==> config.mk <==
export PLATFORM = sky130hd
export DESIGN_NAME = thermal_head_line_sequencer_unit
export DESIGN_NICKNAME = d
export VERILOG_FILES = /design/src/thlseq_pkg.sv /design/src/thlseq_shifter.sv /design/src/thlseq_seq.sv /design/src/thermal_head_line_sequencer_unit.sv
export VERILOG_INCLUDE_DIRS = /design/src /design/src/src
export SDC_FILE = /design/constraint.sdc
export NUM_CORES = 1
export LEC_CHECK = 0
export ABC_CLOCK_PERIOD_IN_PS = 3470
export BUFFER_PORTS_ARGS = -buffer_cell sky130_fd_sc_hd__buf_2
export CORE_UTILIZATION = 38
export DETAILED_ROUTE_END_ITERATION = 10
export PLACE_DENSITY = 0.55
export SLEW_MARGIN = 25
export SYNTH_ARGS = -nofsm -noshare
export SYNTH_HDL_FRONTEND = slang
export SYNTH_HIERARCHICAL = 1
export SYNTH_SLANG_ARGS = --single-unit
==> constraint.sdc <==
create_clock -name clk -period 3.47 [get_ports clk]
set_clock_uncertainty 0.2 [all_clocks]
set_input_delay 0.347 -clock clk [delete_from_list [all_inputs] [get_ports clk]]
set_output_delay 0.347 -clock clk [all_outputs]
set_load 0.01 [all_outputs]
==> src/thermal_head_line_sequencer_unit_assert.svh <==
// Assertion macros for the thermal head line sequencer RTL (included by thlseq_seq).
// Needs clk and arst_n in the scope of each use; no other dependencies.
`ifndef THERMAL_HEAD_LINE_SEQUENCER_UNIT_ASSERT_SVH
`define THERMAL_HEAD_LINE_SEQUENCER_UNIT_ASSERT_SVH
`ifndef SYNTHESIS
// same-cycle implication
`define THLS_ASSERT_IMP(lbl, ante, cons) \
	lbl: assert property (@(posedge clk) disable iff (!arst_n) (ante) |-> (cons)) \
		else $error("thlseq assertion failed");
// next-cycle implication
`define THLS_ASSERT_NXT(lbl, ante, cons) \
	lbl: assert property (@(posedge clk) disable iff (!arst_n) (ante) |=> (cons)) \
		else $error("thlseq assertion failed");
`else
`define THLS_ASSERT_IMP(lbl, ante, cons)
`define THLS_ASSERT_NXT(lbl, ante, cons)
`endif
`endif

==> src/thlseq_pkg.sv <==
// Package for the thermal head line sequencer: codes, constants and the
// structs passed between its modules. No dependencies.
package thlseq_pkg;

	localparam int LINE_BYTES = 48;
	localparam int POS_W      = 6;

	localparam logic [15:0] CLOCK_DWELL = 16'd2;
	localparam logic [15:0] LATCH_DWELL = 16'd2;
	localparam logic [15:0] STROBE_RST  = 16'd3000;
	localparam logic [15:0] PHASE_RST   = 16'd700;
	localparam logic [3:0]  MAX_FEED    = 4'd8;

	localparam logic [1:0] CFG_INVERT = 2'd0;
	localparam logic [1:0] CFG_STROBE = 2'd1;
	localparam logic [1:0] CFG_PHASE  = 2'd2;

	typedef enum logic [1:0] {
		OP_LINE = 2'd0,
		OP_FEED = 2'd1,
		OP_OFF  = 2'd2,
		OP_NONE = 2'd3
	} op_t;

	typedef enum logic [2:0] {
		EV_SHIFT  = 3'd0,
		EV_LATCH  = 3'd1,
		EV_STROBE = 3'd2,
		EV_PHASE  = 3'd3,
		EV_OFF    = 3'd4
	} event_kind_t;

	typedef enum logic [2:0] {
		ST_IDLE,
		ST_SHIFT,
		ST_LATCH,
		ST_STROBE,
		ST_PHASE,
		ST_OFF
	} state_t;

	typedef struct packed {
		op_t        op;
		logic [7:0] bits;   // already inverted if enabled
		logic [3:0] steps;  // already saturated
	} cmd_t;

	typedef struct packed {
		logic load;
		logic shift;
	} shf_ctrl_t;

	typedef struct packed {
		logic msb;
		logic last_bit;
	} shf_stat_t;

endpackage

==> src/thlseq_shifter.sv <==
// Bit-serial line data shifter: loads one byte, shifts it out MSB first.
// Depends on thlseq_pkg.
module thlseq_shifter import thlseq_pkg::*; (
	input  logic       clk,
	input  logic       arst_n,
	input  shf_ctrl_t  ctrl,
	input  logic [7:0] load_byte,
	output shf_stat_t  stat
);

	logic [7:0] shreg_q;
	logic [2:0] cnt_q;

	always_ff @(posedge clk) begin
		if (ctrl.load) begin
			shreg_q <= load_byte;
		end else if (ctrl.shift) begin
			shreg_q <= {shreg_q[6:0], 1'b0};
		end
	end

	always_ff @(posedge clk or negedge arst_n) begin
		if (!arst_n) begin
			cnt_q <= 3'd0;
		end else if (ctrl.load) begin
			cnt_q <= 3'd7;
		end else if (ctrl.shift) begin
			cnt_q <= cnt_q - 3'd1;
		end
	end

	assign stat.msb      = shreg_q[7];
	assign stat.last_bit = (cnt_q == 3'd0);

endmodule

==> src/thlseq_seq.sv <==
// Event sequencer: line position, phase half, phase/step counters and the
// result register. Depends on thlseq_pkg, thlseq_shifter and the assert header.
`include "thermal_head_line_sequencer_unit_assert.svh"
module thlseq_seq import thlseq_pkg::*; (
	input  logic        clk,
	input  logic        arst_n,
	input  logic        cmd_valid,
	input  cmd_t        cmd,
	output logic        cmd_ready,
	input  logic [15:0] strobe_dwell,
	input  logic [15:0] phase_dwell,
	output logic        ev_valid,
	input  logic        ev_ready,
	output event_kind_t ev_kind,
	output logic        ev_level,
	output logic [2:0]  ev_phase,
	output logic [15:0] ev_dwell,
	output logic        ev_last
);

	state_t            state_q, state_d;
	logic              line_q, line_d;
	logic              half_q, half_d;
	logic [POS_W-1:0]  pos_q, pos_d;
	logic [2:0]        pcnt_q, pcnt_d;
	logic [3:0]        scnt_q, scnt_d;
	logic              out_v_q;
	event_kind_t       kind_q;
	logic              level_q;
	logic [2:0]        phase_q;
	logic [15:0]       dwell_q;
	logic              last_q;

	logic              adv, accept, line_done, emit;
	event_kind_t       e_kind;
	logic              e_level, e_last;
	logic [2:0]        e_phase;
	logic [15:0]       e_dwell;
	shf_ctrl_t         shf_ctrl;
	shf_stat_t         shf_stat;

	thlseq_shifter u_shifter (
		.clk       (clk),
		.arst_n    (arst_n),
		.ctrl      (shf_ctrl),
		.load_byte (cmd.bits),
		.stat      (shf_stat)
	);

	assign adv       = !out_v_q || ev_ready;
	assign cmd_ready = (state_q == ST_IDLE);
	assign accept    = cmd_valid && cmd_ready;
	assign line_done = ({1'b0, pos_q} + 7'd1) >= 7'(LINE_BYTES);

	always_comb begin
		state_d  = state_q;
		line_d   = line_q;
		half_d   = half_q;
		pos_d    = pos_q;
		pcnt_d   = pcnt_q;
		scnt_d   = scnt_q;
		emit     = 1'b0;
		e_kind   = EV_SHIFT;
		e_level  = 1'b0;
		e_phase  = 3'd0;
		e_dwell  = 16'd0;
		e_last   = 1'b0;
		shf_ctrl = '0;
		case (state_q)
			ST_IDLE: begin
				if (accept) begin
					case (cmd.op)
						OP_LINE: begin
							shf_ctrl.load = 1'b1;
							line_d        = line_done;
							pos_d         = line_done ? '0 : pos_q + POS_W'(1);
							state_d       = ST_SHIFT;
						end
						OP_FEED: begin
							if (cmd.steps != 4'd0) begin
								scnt_d  = cmd.steps;
								pcnt_d  = 3'd0;
								line_d  = 1'b0;
								state_d = ST_PHASE;
							end
						end
						OP_OFF:  state_d = ST_OFF;
						default: state_d = ST_IDLE;
					endcase
				end
			end
			ST_SHIFT: begin
				if (adv) begin
					emit           = 1'b1;
					e_kind         = EV_SHIFT;
					e_level        = shf_stat.msb;
					e_dwell        = CLOCK_DWELL;
					e_last         = shf_stat.last_bit && !line_q;
					shf_ctrl.shift = 1'b1;
					if (shf_stat.last_bit) begin
						state_d = line_q ? ST_LATCH : ST_IDLE;
					end
				end
			end
			ST_LATCH: begin
				if (adv) begin
					emit    = 1'b1;
					e_kind  = EV_LATCH;
					e_level = 1'b1;
					e_dwell = LATCH_DWELL;
					state_d = ST_STROBE;
				end
			end
			ST_STROBE: begin
				if (adv) begin
					emit    = 1'b1;
					e_kind  = EV_STROBE;
					e_level = 1'b1;
					e_dwell = strobe_dwell;
					pcnt_d  = 3'd0;
					state_d = ST_PHASE;
				end
			end
			ST_PHASE: begin
				if (adv) begin
					emit    = 1'b1;
					e_kind  = EV_PHASE;
					// upper counter bit selects the other half within a feed step
					e_phase = {half_q ^ pcnt_q[2], pcnt_q[1:0]};
					e_dwell = phase_dwell;
					pcnt_d  = pcnt_q + 3'd1;
					if (line_q) begin
						e_last = (pcnt_q == 3'd3);
						if (e_last) begin
							half_d  = ~half_q;
							state_d = ST_IDLE;
						end
					end else if (pcnt_q == 3'd7) begin
						scnt_d = scnt_q - 4'd1;
						e_last = (scnt_q == 4'd1);
						if (e_last) begin
							state_d = ST_IDLE;
						end
					end
				end
			end
			ST_OFF: begin
				if (adv) begin
					emit    = 1'b1;
					e_kind  = EV_OFF;
					e_last  = 1'b1;
					state_d = ST_IDLE;
				end
			end
			default: state_d = ST_IDLE;
		endcase
	end

	always_ff @(posedge clk or negedge arst_n) begin
		if (!arst_n) begin
			state_q <= ST_IDLE;
			line_q  <= 1'b0;
			half_q  <= 1'b0;
			pos_q   <= '0;
			pcnt_q  <= 3'd0;
			scnt_q  <= 4'd0;
			out_v_q <= 1'b0;
		end else begin
			state_q <= state_d;
			line_q  <= line_d;
			half_q  <= half_d;
			pos_q   <= pos_d;
			pcnt_q  <= pcnt_d;
			scnt_q  <= scnt_d;
			if (emit) begin
				out_v_q <= 1'b1;
			end else if (ev_ready) begin
				out_v_q <= 1'b0;
			end
		end
	end

	always_ff @(posedge clk) begin
		if (emit) begin
			kind_q  <= e_kind;
			level_q <= e_level;
			phase_q <= e_phase;
			dwell_q <= e_dwell;
			last_q  <= e_last;
		end
	end

	assign ev_valid = out_v_q;
	assign ev_kind  = kind_q;
	assign ev_level = level_q;
	assign ev_phase = phase_q;
	assign ev_dwell = dwell_q;
	assign ev_last  = last_q;

	`THLS_ASSERT_IMP(a_pos_in_line, 1'b1, pos_q < POS_W'(LINE_BYTES))
	`THLS_ASSERT_IMP(a_line_phase_low, (state_q == ST_PHASE) && line_q, !pcnt_q[2])
	`THLS_ASSERT_IMP(a_feed_steps_left, (state_q == ST_PHASE) && !line_q, scnt_q != 4'd0)
	`THLS_ASSERT_NXT(a_half_flips, adv && (state_q == ST_PHASE) && line_q && (pcnt_q == 3'd3), half_q != $past(half_q))

endmodule

==> src/thermal_head_line_sequencer_unit.sv <==
// Top level of the thermal head line sequencer: stream ports, configuration
// registers and input decode. Depends on thlseq_pkg and thlseq_seq.
//
//  channel   direction  handshake          payload
//  s_*       in         s_tvalid/s_tready  tuser op, tdata byte + feed steps
//  m_*       out        m_tvalid/m_tready  tuser kind, tdata level/phase/dwell
//  cfg_*     in         cfg_we             cfg_index, cfg_data
//
// One event per cycle while the output register is free. A line byte gives a
// shift event per bit, then latch, strobe and phase events if it ends a line;
// a feed gives phase events per step. A new item is taken once the sequencer
// is back in idle, as its last event is registered. A held event and m_tready low stall it.
// Reset restores the register defaults, line position 0 and phase half 0.
module thermal_head_line_sequencer_unit import thlseq_pkg::*; (
	input  logic        clk,
	input  logic        arst_n,
	input  logic        s_tvalid,
	output logic        s_tready,
	input  logic [15:0] s_tdata,   // [7:0] data_byte, [11:8] feed_steps
	input  logic [1:0]  s_tuser,   // [1:0] op
	output logic        m_tvalid,
	input  logic        m_tready,
	output logic [23:0] m_tdata,   // [0] data_level, [3:1] phase_index, [19:4] dwell_us
	output logic [2:0]  m_tuser,   // [2:0] event_kind
	output logic        m_tlast,
	input  logic        cfg_we,
	input  logic [1:0]  cfg_index,
	input  logic [15:0] cfg_data
);

	logic        invert_q;
	logic [15:0] strobe_q;
	logic [15:0] phase_q;
	cmd_t        cmd;
	logic [7:0]  in_byte;
	logic [3:0]  in_steps;
	event_kind_t ev_kind;
	logic        ev_level;
	logic [2:0]  ev_phase;
	logic [15:0] ev_dwell;

	always_ff @(posedge clk or negedge arst_n) begin
		if (!arst_n) begin
			invert_q <= 1'b1;
			strobe_q <= STROBE_RST;
			phase_q  <= PHASE_RST;
		end else if (cfg_we) begin
			case (cfg_index)
				CFG_INVERT: invert_q <= cfg_data[0];
				CFG_STROBE: strobe_q <= cfg_data;
				CFG_PHASE:  phase_q  <= cfg_data;
				default:    ;
			endcase
		end
	end

	assign in_byte   = s_tdata[7:0];
	assign in_steps  = s_tdata[11:8];
	assign cmd.op    = op_t'(s_tuser);
	assign cmd.bits  = invert_q ? ~in_byte : in_byte;
	assign cmd.steps = (in_steps > MAX_FEED) ? MAX_FEED : in_steps;

	thlseq_seq u_seq (
		.clk          (clk),
		.arst_n       (arst_n),
		.cmd_valid    (s_tvalid),
		.cmd          (cmd),
		.cmd_ready    (s_tready),
		.strobe_dwell (strobe_q),
		.phase_dwell  (phase_q),
		.ev_valid     (m_tvalid),
		.ev_ready     (m_tready),
		.ev_kind      (ev_kind),
		.ev_level     (ev_level),
		.ev_phase     (ev_phase),
		.ev_dwell     (ev_dwell),
		.ev_last      (m_tlast)
	);

	assign m_tuser = ev_kind;
	assign m_tdata = {4'b0000, ev_dwell, ev_phase, ev_level};

endmodule
# ---- Word level (Yosys, flattened, before mapping)
# Index checks and enable logic that the tools add are counted.
dict set report op_classes {
  add_sub_neg 5
  magnitude_cmp 2
  n_eq_ne 28
  muxes 60
  bitwise 3
  n_reduce_logical 28
}
# operator count
set op_table {}
lappend op_table {{$mux W3} 19}
lappend op_table {{$pmux W16 S3} 1}
lappend op_table {{$mux W16} 2}
lappend op_table {{$mux W4} 7}
lappend op_table {{$mux W8} 3}
lappend op_table {{$pmux W3 S3} 2}
lappend op_table {{$pmux W3 S6} 1}
lappend op_table {{$ne A2 B1 Y1 const B} 8}
lappend op_table {{$mux W1} 15}
lappend op_table {{$pmux W3 S4} 1}
lappend op_table {{$reduce_and A11 Y1} 1}
lappend op_table {{$eq A3 B2 Y1 const B} 3}
lappend op_table {{$eq A3 B3 Y1 const B} 3}
lappend op_table {{$mux W2} 4}
lappend op_table {{$ne A2 B2 Y1 const B} 4}
lappend op_table {{$not A8 Y8} 1}
lappend op_table {{$pmux W4 S2} 1}
lappend op_table {{$reduce_and A2 Y1} 4}
lappend op_table {{$reduce_and A4 Y1} 2}
lappend op_table {{$reduce_bool A2 Y1} 4}
lappend op_table {{$add A6 B1 Y7 const B} 1}
lappend op_table {{$ge A7 B6 Y1 const B} 1}
lappend op_table {{$reduce_and A7 Y1} 1}
lappend op_table {{$add A6 B1 Y6 const B} 1}
lappend op_table {{other kinds (26)} 36}
dict set report word_totals {
  ff_bits 87
  input_bits 41
  out_inout_bits 30
}

# ---- Depth between registers and ports, before layout
dict set report logic_depth {
  ltp_word 7
  depth_mapped 7
  ltp_nobuf 7
}

# ---- Cells and area by module
# The synthesis kept the hierarchy.
# mod n_inst cells_each area_each_um2 seq_area_each_um2
set by_module_without_submodules {}
lappend by_module_without_submodules {thlseq_seq 1 216 2451.1 1196.1}
lappend by_module_without_submodules {thermal_head_line_sequencer_unit 1 90 1498.9 843.3}
lappend by_module_without_submodules {thlseq_shifter 1 35 531.8 315.3}

# ---- Worst setup path after synthesis
# Ideal clock, no wire load.
dict set report synth_timing {
  kind {register to register}
  start {reg u_seq.out_v_q, in the netlist u_seq/ev_valid}
  end {reg u_seq.dwell_q[0], in the netlist u_seq/ev_dwell[0] (enable)}
  setup_ns 0.435
  arrival_ns 2.412
  t_required_ns 2.835
  setup_slack_ns 0.423
  path_stages_with_launch 4
  n_path_buf 1
  period_less_slack_ns 3.047
  path_cell_list {dfrtp_1 nor2b_1 buf_6 nor3_1}
}
dict set report synth_between {
  elab_chain_cells 4
}
# element line_no
set synth_lines {}
lappend synth_lines {{from (decl)} thlseq_seq.sv:27} ;# logic out_v_q;
lappend synth_lines {{from (signal assigned)} thlseq_seq.sv:167} ;# out_v_q <= 1'b0;
lappend synth_lines {{from (signal assigned)} thlseq_seq.sv:176} ;# out_v_q <= 1'b1;
lappend synth_lines {{from (signal assigned)} thlseq_seq.sv:178} ;# out_v_q <= 1'b0;
lappend synth_lines {{$logic_not A1 Y1} thlseq_seq.sv:50} ;# assign adv = !out_v_q || ev_ready;
lappend synth_lines {{$logic_or A1 B1 Y1} thlseq_seq.sv:50}
lappend synth_lines {{$mux W1 (2 in series)} --}
lappend synth_lines {{net u_seq.emit} thlseq_seq.sv:34} ;# logic adv, accept, line_done, emit;
lappend synth_lines {{to (signal assigned)} thlseq_seq.sv:188} ;# dwell_q <= e_dwell;
lappend synth_lines {{to (decl)} thlseq_seq.sv:31} ;# logic [15:0] dwell_q;
# The timed path passes the listed nets, and every way through them passes these cells.
# A chain may end at the register's enable or synchronous reset.

==> impl_metrics.csv <==
group,metric,value,unit
status,outcome,"finished, final reports clean",
clocking,postCtsSetupBuffers,0,
logic_synthesis,synth_mux_area_share,13.07,%
setup_path,slowest_stage,"dfrtp_1",
drt,via_per_inst,5.185,
logic_synthesis,synth_top_cell_by_area,"dfrtp_1",
setup_path,crit_path_end,"u_seq/u_shifter/shreg_q[1]$_DFFE_PP_",
setup_path,critPathMaxStageDelay,620,ps
global_routing,top_usage_layer,"met2",
setup_path,required,3270,ps
timing,achievable-frequency,395.4,MHz
timing,rsz0062_at_grt,"no",
global_routing,grt_max_degree,36,
final_layout,areaGrowthSynthToFinish,14.71,%
logic_synthesis,synthesis.area,4482,sq um
logic_synthesis,synth_edf_count,32,
logic_synthesis,synth_simple_gate_area_share,11.56,%
setup_path,rrSetupSlack,940,ps
drt,wirelength,8.620,mm
logic_synthesis,synth_top_family_by_area,"multiplexers",
setup_path,end_kind,"flop",
logic_synthesis,synth_compound_area_share,11.11,%
drt,avgRoutedWirePerCell,15.67,um
logic_synthesis,syn_inst,341,
final_layout,final_util,44.83,%
global_routing,gr-usage-all-layers,14.78,%
setup_path,cp_num_cells,4,
logic_synthesis,synthAdderAreaFrac,3.908,%
logic_synthesis,synthArstFlopShare,63.22,%
floorplan,start_util,39.08,%
power_and_ir_drop,p_per_area,759.8,nW/um^2
clocking,numCtsBuffers,9,
placed_design,io_buffers,62,
final_layout,fill_cells,1065,
timing,fin_crit_sh,72.89,%
logic_synthesis,synth_cell_types,72,
power_and_ir_drop,p_sw_share,33.69,%
setup_path,path_class,"reg2reg",
timing,finalSetupTns,0,ps
clocking,cts_tree,"built",
drt,drc,0,
floorplan,die_w,110.6,um
logic_synthesis,ys_ff_latch,87,
power_and_ir_drop,p_int,2.590,mW
power_and_ir_drop,max-vdd-ir-drop,0.0003001,V
timing,tightest_slew,655.0,ps
logic_synthesis,yosys_warnings,6,
setup_path,worst-path-buf-inv,1,
global_routing,grt_pass1_vias,2886,
global_routing,grt_pass1_wl,14.29,mm
clocking,cts_buffer_depth,2,
floorplan,die_y,110.6,um
clocking,clockRootBuffer,"clkbuf_16",
timing,hold_viol_final,0,
setup_path,path_max_fanout,19,
global_routing,use_met3,3.952,%
logic_synthesis,synthTopCellsByArea,"dfrtp_1 23%, edfxtp_1 21%, mux2_4 8.4%",
logic_synthesis,syn_area_per_cell,13.14,sq um
drt,firstDrtPassIters,5,
setup_path,cp-startpoint,"u_seq/state_q[2]$_DFFE_PN0P_",
final_layout,diodes,0,
floorplan,ioPinCount,71,
setup_path,r2r-end,"u_seq/u_shifter/shreg_q[1]$_DFFE_PP_",
setup_path,path_cells,"nor3_4 -> nand3_2 -> inv_2 -> or2_1",
clocking,worstSkewPairLatency,330,ps
setup_path,startpoint_type,"flop",
timing,period_needed,2529,ps
global_routing,met1_usage,19.36,%
setup_path,cp.arrival,2330,ps
drt,drt_iter0_drc,73,
floorplan,row_count,39,
clocking,cts_max_level,3,
global_routing,antenna_found_initial,0,
power_and_ir_drop,power_frac_seq,44.4,%
job,cap_viol_max_count,0,
power_and_ir_drop,power_leakage,2.299,nW
setup_path,reg2reg_depth,4,
timing,slew_headroom,56.34,%
timing,fin_ws,940.6,ps
clocking,clkSinkCount,87,
clocking,cts.clk_slew.worst_paths,60,ps
global_routing,gr-total-overflow,0,
timing,maxSlewViolCount,0,
hold_path,hold_class,"in2reg",
logic_synthesis,synthXorXnorAreaFrac,2.345,%
floorplan,die-area,12230,sq um
setup_path,r2r_start,"u_seq/state_q[2]$_DFFE_PN0P_",
logic_synthesis,synth_top_area_share,22.89,%
global_routing,gr-usage-met2,23.27,%
drt,drt.antenna.violating_nets,0,
power_and_ir_drop,p_switching,1.316,mW
floorplan,core-area,11470,sq um
placed_design,hpwl,5.850,mm
setup_path,path_delay_family,"simple AND/OR/NAND/NOR gates",
placed_design,gp_congestion,0.7741,
logic_synthesis,synth_flop_cell,"dfrtp_1",
final_layout,layout.nets,457,
final_layout,drive_above_1_share,38.08,%
power_and_ir_drop,comb_power_share,31.6,%
logic_synthesis,ys_seq_area_share,52.54,%
timing,setup_viol,0,
drt,num_vias,2852,
power_and_ir_drop,finalPower,3.906,mW
placed_design,place_ws,941.5,ps
power_and_ir_drop,power_frac_clock,24.0,%
-- cells by family (layout without fill, tap and decap cells) --
group | count (synthesis) | in the layout
buffers and inverters | 36 | 99
DFF | 87 | 87
AOI/OAI and AO/OA | 66 | 66
other | 1 | 4
adders and majority gates | 14 | 14
muxes | 44 | 44
and+or+nand+nor | 81 | 81
xor gates and xnor gates | 12 | 12
-- power groups by stage --
stage / registers, mW / logic [mW] / clock network, mW
2_1_floorplan: 1.73 / 0.915 / 0
3_3_place_gp: 1.75 / 1.23 / 0
3_5_place_dp: 1.76 / 1.25 / 0
4_1_cts: 1.74 / 1.25 / 0.961
5_1_grt: 1.79 / 1.37 / 0.996
6_report: 1.74 / 1.23 / 0.937
-- worst reg2reg max path, cell delays in order, from the launching register on --
cell and delay (ps):
dfrtp_1 620, nor3_4 440, nand3_2 200, inv_2 330, or2_1 400
-- layout make-up --
class	count	area (sq um)	share of cell area, %
Sequential cell	87	2355	45.80
Multi-Input combinational cell	221	1902	36.99
Timing Repair Buffer	67	350.3	6.814
Clock buffer	12	266.5	5.184
Tap cell	143	178.9	3.480
Inverter	16	60.06	1.168
Clock inverter	4	28.78	0.5597
-- metal layers --
| layer | vias up | wire [um] |
|---|---|---|
| met5 | - | 0 |
| met3 | 11 | 451 |
| met4 | 0 | 145 |
| met2 | 53 | 4042 |
| li1 | 1372 | - |
| met1 | 1416 | 3981 |
-- synthesized netlist by cell type (3+ instances only) --
cell type and number:
inv_1 15, nand2b_1 3, ha_1 14, mux2_2 16, mux2_4 25, buf_4 6
a31oi_1 5, mux2i_1 3, or2_1 3, edfxtp_1 32, a22o_1 15, o21ai_0 7
a21oi_1 3, o21ai_1 7, nand4b_1 3, nor3_1 6, xnor2_1 3, nor2_1 16
nand2_1 18, xor2_1 9, a21o_1 3, buf_6 8, dfstp_2 14, nand3_1 3
nor2b_1 4, dfrtp_1 41
-- repair_timing --
action / in CTS / in global routing
hold endpoints to repair: 11 / 0
gates resized for setup: 0 / 0
hold buffers: 1 / 0
endpoints found under the setup margin: 0 / 0
-- cells in the final DEF (no fill, tap or decap), types with 4 or more instances in the layout --
cell type / count
a22o_1: 15
a31oi_1: 5
buf_2: 62
buf_4: 4
clkbuf_16: 9
conb_1: 4
dfrtp_1: 41
dfstp_2: 14
edfxtp_1: 32
ha_1: 14
inv_1: 15
mux2_2: 16
mux2_4: 25
nand2_1: 18
nor2_1: 16
nor2b_1: 4
nor3_1: 5
o21ai_0: 7
o21ai_1: 7
xor2_1: 9
-- worst min-delay path by stage --
stage,startpoint,endpoint,slack [ps],depth (start not counted)
global route,cfg_data[11],strobe_q[11]$_DFFE_PN1P_,50,2
finish,cfg_data[9],strobe_q[9]$_DFFE_PN1P_,50,2
detailed placement,arst_n,strobe_q[0]$_DFFE_PN0P_,130,1
floorplan,arst_n,phase_q[0]$_DFFE_PN0P_,-150,0
CTS,cfg_data[9],strobe_q[9]$_DFFE_PN1P_,50,2
global placement,arst_n,strobe_q[0]$_DFFE_PN0P_,130,1
-- stage by stage --
step,std cells,area (sq um),hold slack [ps]
after floorplan,344,4493,-148.6
after global placement,533,4836,128.6
after detailed placement,533,4836,127.4
after CTS,550,5141,45.94
after global routing,550,5141,50.98
final,550,5141,52.06
-- flip-flops by register name, indices dropped and copies added, names as in the netlist, 3 cells and up --
| signal | flops |
|---|---|
| phase_q | 16 |
| strobe_q | 16 |
| u_seq/ev_dwell | 16 |
| u_seq/u_shifter/shreg_q | 8 |
| u_seq/pos_q | 6 |
| u_seq/scnt_q | 4 |
| u_seq/ev_kind | 3 |
| u_seq/ev_phase | 3 |
| u_seq/pcnt_q | 3 |
| u_seq/state_q | 3 |
| u_seq/u_shifter/cnt_q | 3 |
Power figures use the tool's default switching activity.
